$ cat src/csrn_pkg.sv
package csrn_pkg;

	localparam int FracBitsDefault = 25;
	localparam int StepsReset = 10;

	typedef enum logic [2:0] {
		OP_MUL,
		OP_DIV,
		OP_ADD,
		OP_SUB
	} alu_op_t;

	typedef enum logic [1:0] {
		ST_IDLE,
		ST_RUN,
		ST_WAIT,
		ST_DONE
	} seq_state_t;

	typedef struct packed {
		logic       go;
		alu_op_t    op;
	} alu_req_t;

endpackage

$ cat src/csrn_alu.sv
// Shared saturating Q-format unit: multiply (four 32x32 partial products,
// one a cycle), divide (one quotient bit a cycle), add and subtract.
module csrn_alu #(
	parameter int FracBits = csrn_pkg::FracBitsDefault
) (
	input  logic                clk,
	input  logic                arst_n,
	input  csrn_pkg::alu_req_t  req,
	input  logic signed [63:0]  a,
	input  logic signed [63:0]  b,
	output logic                done,
	output logic signed [63:0]  y
);
	localparam logic [63:0] Smax = 64'h7FFF_FFFF_FFFF_FFFF;

	logic [63:0]  ma_q, mb_q;
	logic         neg_q;
	logic [2:0]   ph_q;
	logic [127:0] acc_q;
	logic [63:0]  rem_q, q_q;
	logic [127:0] num_q;
	logic [7:0]   cnt_q;
	logic         ovf_q;
	logic         busy_q, isdiv_q, dzero_q;
	logic signed [63:0] y_q;
	logic         done_q;

	logic [63:0] mag_a, mag_b;
	logic [31:0] pa, pb;
	logic [63:0] pp;
	logic [63:0] rsh;
	logic [64:0] rsel;
	logic [64:0] sum;
	logic [63:0] mres;
	logic        mov;

	assign mag_a = a[63] ? (~a + 64'd1) : a;
	assign mag_b = b[63] ? (~b + 64'd1) : b;
	assign pa = ph_q[0] ? ma_q[63:32] : ma_q[31:0];
	assign pb = ph_q[1] ? mb_q[63:32] : mb_q[31:0];
	assign pp = {32'd0, pa} * {32'd0, pb};
	assign rsh = {rem_q[62:0], num_q[127]};
	assign rsel = {1'b0, rsh};

	assign mres = 64'(acc_q >> FracBits);
	assign mov = |(acc_q >> (64 + FracBits));

	function automatic logic signed [63:0] sm(input logic n, input logic [63:0] m);
		logic [63:0] c;
		begin
			c = (m > Smax) ? Smax : m;
			sm = n ? -$signed(c) : $signed(c);
		end
	endfunction

	always_comb begin
		sum = {a[63], a} + (req.op == csrn_pkg::OP_SUB ? -{b[63], b} : {b[63], b});
	end

	always_ff @(posedge clk or negedge arst_n) begin
		if (!arst_n) begin
			busy_q <= 1'b0;
			done_q <= 1'b0;
		end else begin
			done_q <= 1'b0;
			if (req.go && !busy_q) begin
				unique case (req.op)
					csrn_pkg::OP_ADD, csrn_pkg::OP_SUB: begin
						// saturate to the symmetric range
						if (sum[64] != sum[63])
							y_q <= sum[64] ? -$signed(Smax) : $signed(Smax);
						else if (sum[63:0] == 64'h8000_0000_0000_0000)
							y_q <= -$signed(Smax);
						else
							y_q <= $signed(sum[63:0]);
						done_q <= 1'b1;
					end
					csrn_pkg::OP_MUL: begin
						ma_q <= mag_a; mb_q <= mag_b;
						neg_q <= a[63] ^ b[63];
						acc_q <= '0; ph_q <= 3'd0;
						busy_q <= 1'b1; isdiv_q <= 1'b0;
					end
					default: begin
						mb_q <= mag_b;
						neg_q <= a[63] ^ b[63];
						num_q <= {64'd0, mag_a} << FracBits;
						rem_q <= '0; q_q <= '0; ovf_q <= 1'b0;
						cnt_q <= 8'd128;
						dzero_q <= (mag_b == 64'd0);
						busy_q <= 1'b1; isdiv_q <= 1'b1;
					end
				endcase
			end else if (busy_q && !isdiv_q) begin
				if (ph_q == 3'd4) begin
					y_q <= sm(neg_q, mov ? Smax : mres);
					busy_q <= 1'b0; done_q <= 1'b1;
				end else begin
					acc_q <= acc_q + ({64'd0, pp} << (32 * (ph_q[0] + ph_q[1])));
					ph_q <= ph_q + 3'd1;
				end
			end else if (busy_q) begin
				if (dzero_q) begin
					y_q <= (num_q == 128'd0) ? 64'sd0 : sm(neg_q, Smax);
					busy_q <= 1'b0; done_q <= 1'b1;
				end else if (cnt_q == 8'd0) begin
					y_q <= sm(neg_q, ovf_q ? Smax : q_q);
					busy_q <= 1'b0; done_q <= 1'b1;
				end else begin
					num_q <= {num_q[126:0], 1'b0};
					if (rem_q[63] || rsel[63:0] >= mb_q) begin
						rem_q <= rsh - mb_q;
						if (cnt_q > 8'd63) ovf_q <= 1'b1;
						else q_q[cnt_q[5:0] - 6'd1] <= 1'b1;
					end else begin
						rem_q <= rsh;
					end
					cnt_q <= cnt_q - 8'd1;
				end
			end
		end
	end

	assign done = done_q;
	assign y = y_q;
endmodule

$ cat config.mk
export PLATFORM = sky130hd
export DESIGN_NAME = csrn_alu
export DESIGN_NICKNAME = d
export VERILOG_FILES = /design/src/csrn_pkg.sv /design/src/csrn_alu.sv
export SDC_FILE = /design/constraint.sdc
export NUM_CORES = 2
export LEC_CHECK = 0
export CORE_MARGIN = 5
export CORE_UTILIZATION = 42
export DETAILED_ROUTE_END_ITERATION = 10
export DONT_BUFFER_PORTS = 1
export SYNTH_ARGS = -nofsm -noshare
export SYNTH_HDL_FRONTEND = slang
export SYNTH_SLANG_ARGS = --single-unit
$ cat constraint.sdc
create_clock -name clk -period 15.7 [get_ports clk]
set_clock_uncertainty 0.05 [all_clocks]
set_input_delay 1.57 -clock clk [delete_from_list [all_inputs] [get_ports clk]]
set_output_delay 1.57 -clock clk [all_outputs]
set_load 0.1 [all_outputs]
; Word level (Yosys, flattened, before mapping)
; Index checks and enable logic that the tools add are counted.
[totals]
register_bits = 593
in_bits = 134
output_inout_bits = 65
word_cells = 166
[classes]
add_sub_neg = 12
n_mul = 1
n_lt_le_gt_ge = 6
n_eq_ne = 15
n_shift = 1
muxes = 82
bitwise_logic = 6
n_reduce_logical = 28
[op_table]
columns = op, n
row1 = 2-to-1 mux 64 bit, 34
row2 = 2-to-1 mux 128 bit, 10
row3 = adder 128 bit, 1
row4 = adder 64 x 1 -> 64 bit (second input constant), 2
row5 = > comparator 64 x 63 -> 1 bit (second input constant), 2
row6 = logical NOT 128 bit, 1
row7 = negator 64 bit, 2
row8 = inverter 64 bit, 2
row9 = << shifter 64 x 7 -> 128 bit, 1
row10 = adder 65 bit, 1
row11 = 2-to-1 mux 65 bit, 1
row12 = negator 65 bit, 1
row13 = == test 64 bit (second input constant), 1
row14 = >= comparator 64 bit, 1
row15 = logical NOT 64 bit, 1
row16 = multiplier 32 x 32 -> 64 bit, 1
row17 = 2-to-1 mux 32 bit, 2
row18 = bitwise OR 64 bit, 1
row19 = subtractor 64 bit, 1
row20 = 2-to-1 mux 8 bit, 6
row21 = OR reduction 39 bit, 1
row22 = 2-to-1 mux 1 bit, 23
row23 = AND reduction 8 bit, 2
row24 = 2-to-1 mux 3 bit, 4
row25 = other kinds (32), 49

; Logic depth before layout (Yosys ltp)
[depth]
word_depth = 13
mapped_depth = 50
ltp_nobuf = 45

; Least setup slack after synthesis
; No wires, ideal clock.
[synth_path]
path_type = input to register
start = input req[3] (netlist name)
end = register acc_q[0], enable pin
setup_time_ns = 0.823
arrival_ns = 11.607
required_time_ns = 14.827
path_slack_ns = 3.220
stages = 4
path_buffers = 1
cell_sequence = nor2b_1 > clkbuf_1 > nand2b_1 > a21boi_0
[synth_between]
elab_chain_len = 3
word_cells_on_any_way = 5
cone_classes = 2 x eq/ne / 3 x reduce/logical
[synth_lines]
columns = element, line_no
row1 = "start, declared", csrn_alu.sv:8  ; input csrn_pkg::alu_req_t req,
row2 = logical AND 1 bit (*), csrn_alu.sv:66  ; if (req.go && !busy_q) begin
row3 = "!= test 2 x 1 -> 1 bit (no line), or another cell as far along", -
row4 = AND reduction 4 bit (no line) (*), -
row5 = "end signal, assigned", csrn_alu.sv:99  ; acc_q <= acc_q + ({64'd0, pp} << (32 * (ph_q[0] + ph_q[1])));
row6 = "end, declared", csrn_alu.sv:19  ; logic [127:0] acc_q;
; Mark *: on every way between the ends. The rest lies on a longest branch, timed or not.
; A chain may end at the register's enable or synchronous reset.

; Worst setup path in the final report
[layout_path]
start = register ph_q[0]
end = register acc_q[126] (data pin)
[layout_between]
elab_chain_len = 7
word_cells_on_any_way = 8
cone_classes = 2 x add/sub / 1 x mul / 1 x shift / 4 x mux
[layout_lines]
columns = element, line_no
row1 = "start, declared", csrn_alu.sv:18  ; logic [2:0] ph_q;
row2 = "start signal, assigned", csrn_alu.sv:100  ; ph_q <= ph_q + 3'd1;
row3 = 2-to-1 mux 32 bit, csrn_alu.sv:39  ; assign pa = ph_q[0] ? ma_q[63:32] : ma_q[31:0];
row4 = multiplier 32 x 32 -> 64 bit, csrn_alu.sv:41  ; assign pp = {32'd0, pa} * {32'd0, pb};
row5 = << shifter 64 x 7 -> 128 bit (*), csrn_alu.sv:99
row6 = adder 128 bit (*), csrn_alu.sv:99
row7 = 2-to-1 mux 128 bit (*), csrn_alu.sv:95  ; if (ph_q == 3'd4) begin
row8 = 2-to-1 mux 128 bit (*), csrn_alu.sv:94  ; end else if (busy_q && !isdiv_q) begin
row9 = 2-to-1 mux 128 bit (*), csrn_alu.sv:66
; Mark *: on every way between the ends. The rest lies on a longest branch, timed or not. The select of a mux whose other input is x is not followed.

==> impl_metrics.csv <==
group,metric,value,unit
status,status,"finished, final reports clean",
detailed_routing,drc,0,
run,cap_violations,0,
placed_design,place_area,83100,µm²
worst_setup_path,critPathKind,"reg2reg",
sta,finalSetupTns,0,ns
synthesis,yosys.cell_types.count,93,
finish,multi_input_area,57800,µm²
synthesis,avgSynthCellArea,8.51,µm²
global_routing,overflow,0,
worst_setup_path,crit_path_max_incr_delay,1.06,ns
detailed_routing,top_layer_used,"met5",
detailed_routing,vias,70800,
worst_setup_path,worstPathArrival,14.72,ns
worst_setup_path,worst_setup_path_start_kind,"flip-flop",
synthesis,yosysWarnings,0,
finish,fill_cells,18600,
clock_network,ctsLongestPathBuffers,3,
synthesis,yosysSeqAreaShare,21.2,%
finish,final_cell_mix,"nor2_1, nand2_1, inv_1",
finish,final_common_cell,"nor2_1",
worst_setup_path,required,16.12,ns
detailed_routing,wl_met3,31000,µm
detailed_routing,vias_per_cell,6.02,
sta,max_freq,69.9,MHz
synthesis,synth-edff-count,566,
sta,final.min_clock_period,14.30,ns
detailed_routing,firstDrtPassIters,6,
placed_design,port_buffers,0,
clock_network,clock_sinks,568,
clock_network,cts_resized,0,
clock_network,post_cts_buffers,0,
global_routing,grt_max_degree,175,
detailed_routing,wl_per_cell,26.8,µm
clock_network,cts_hold_buffers,0,
finish,final_nets,10700,
global_routing,track_usage,30.8,%
detailed_routing,first_iter_violations,8578,
finish,drive_above_1_share,4.82,%
synthesis,synth_nets,11000,
clock_network,numCtsBuffers,71,
detailed_routing,drt-met1-wl,128000,µm
finish,finish.instance_area,85500,µm²
floorplanning,die_height,448,µm
sta,rsz0062_at_grt,"false",
global_routing,grt_pass1_wl,460000,µm
sta,worstMarginPinSlew,1.32,ns
placed_design,gp_congestion,1.00,
detailed_routing,drtAntennaViolNets,0,
clock_network,clk_latency,0.73,ns
clock_network,clk_pin_slew,0.06,ns
detailed_routing,routed_wl,315000,µm
finish,area_growth_syn_to_layout,6.34,%
synthesis,synth_area,80400,µm²
worst_setup_path,setup.worst_path.end_class,"flip-flop",
sta,setup_viol,0,
floorplanning,placementRows,160,
placed_design,place_hpwl,253000,µm
clock_network,htree_levels,3,
sta,post-route-period-util,91.1,%
min_path,hold_class,"in2async",
clock_network,cts_tree,"done",
floorplanning,die_w,448,µm
synthesis,synthFlopType,"edfxtp_1",
synthesis,ys_async_sr_fraction,0.352,%
worst_setup_path,cpMaxStageDelayCell,"mux2i_2",
synthesis,syn_inst,9454,
floorplanning,start_util,42.2,%
detailed_routing,met2_length,134000,µm
worst_setup_path,ff2ff_setup_slack,1.40,ns
floorplanning,boundaryPins,199,
sta,hold_violations,0,
finish,regArea,17000,µm²
sta,max_slew_margin,11.8,%
synthesis,synth_seq_cells,568,
floorplanning,die_area,200000,µm²
sta,drv_slew,0,
floorplanning,placeableCoreArea,190000,µm²
clock_network,cts_root_buf,"clkbuf_16",
global_routing,antenna_found_initial,8,
global_routing,grt_pass1_vias,69000,
worst_setup_path,cp_max_fo,60,
worst_setup_path,critPathMostFrequentCell,"fa_1",
-- path summary, 6_finish.rpt --
| check | start | end | cells past startpoint |
|---|---|---|---|
| worst max-delay path | ph_q[0] | acc_q[126] | 39 |
| worst min-delay path | arst_n | done | 0 |
| worst max register to register | ph_q[0] | acc_q[126] | 39 |
| worst min register to register | num_q[63] | num_q[64] | 2 |
| max in group asynchronous | arst_n | busy_q | 0 |
| min in group clk | num_q[63] | num_q[64] | 2 |
-- layout make-up --
cell class	count	share of cell area, %
Antenna cell	9	0.0263
Clock buffer	81	2.13
Clock inverter	44	0.609
Inverter	1093	4.80
Multi-Input combinational cell	7314	67.6
Sequential cell	568	19.9
Tap cell	2511	3.67
Timing Repair Buffer	140	1.26
-- Yosys cell counts, drive strengths merged (11+ instances only) --
library cell / count / area share, %
buf: 35 / 0.17
nor3b: 11 / 0.10
nor4: 111 / 0.89
inv: 1090 / 5.1
nand4: 102 / 0.79
mux2i: 119 / 1.5
and4: 12 / 0.13
nand3: 131 / 0.82
nand4b: 13 / 0.14
o22ai: 56 / 0.44
xor2: 164 / 1.8
o21ai: 428 / 2.7
edfxtp: 566 / 21
a21boi: 53 / 0.49
a2111oi: 12 / 0.13
nand2b: 68 / 0.53
xnor2: 378 / 4.1
nor2b: 43 / 0.33
or3: 67 / 0.52
nand2: 1131 / 5.3
a211oi: 28 / 0.26
or2: 39 / 0.31
and2: 100 / 0.78
o31a: 21 / 0.23
a221oi: 25 / 0.27
o211ai: 24 / 0.22
a21oi: 526 / 3.3
and3: 57 / 0.44
a21o: 192 / 1.8
o31ai: 71 / 0.68
nor2: 1318 / 6.2
a31oi: 52 / 0.40
o21bai: 69 / 0.64
o21a: 46 / 0.43
ha: 527 / 8.2
o41ai: 28 / 0.31
a222oi: 14 / 0.17
or4: 51 / 0.50
mux2: 51 / 0.72
nor3: 118 / 0.75
clkbuf: 444 / 2.1
nand3b: 12 / 0.11
fa: 899 / 22
-- flip-flops by register name (all words and copies together), names as in the netlist, 3 cells and up --
| name | count |
|---|---|
| rem_q | 64 |
| cnt_q | 8 |
| ma_q | 64 |
| num_q | 103 |
| mb_q | 64 |
| ph_q | 3 |
| q_q | 64 |
| y | 64 |
| acc_q | 128 |
-- critical path, delay by kind of cell (launching register included) --
family          cells  cell delay, ns
compound gates     11            3.69
xor+xnor            1            0.28
fa+ha+maj          10            5.07
buf+inv             8            1.41
flops               1            0.65
mux                 1            1.06
simple gates        8            1.76
-- logic make-up (layout without fill, tap and decap cells) --
kind of cell | after synthesis | count (layout) | synth area share (%)
mux | 170 | 170 | 2.20
simple gates | 3403 | 3403 | 18.8
other cells | 0 | 9 | 0
compound gates | 1772 | 1772 | 13.9
buf+inv | 1572 | 1358 | 7.34
flops | 568 | 568 | 21.2
fa+ha+maj | 1426 | 1426 | 30.6
xor+xnor | 543 | 543 | 5.93
-- routing by layer --
layer | track usage, % | up-vias
met4 | 17.1 | 2
met3 | 6.86 | 748
met2 | 45.6 | 3809
met5 | 0 | -
li1 | - | 31200
met1 | 41.8 | 35000
-- stage by stage --
stage / setup WS, ns / cells / hold slack (ns) / util (%)
floorplan: 3.22 / 9454 / 0.467 / -
global placement: 1.58 / 11600 / 0.477 / 43.7
global route: 0.778 / 11800 / 0.439 / 44.9
CTS: 1.49 / 11800 / 0.427 / 44.9
detailed placement: 1.50 / 11600 / 0.489 / 43.7
finish: 1.40 / 11800 / 0.480 / 44.9
Power is left out: the tool's default activity adds up to more than one toggle a clock period on the data nets, which glitch-free logic cannot reach.
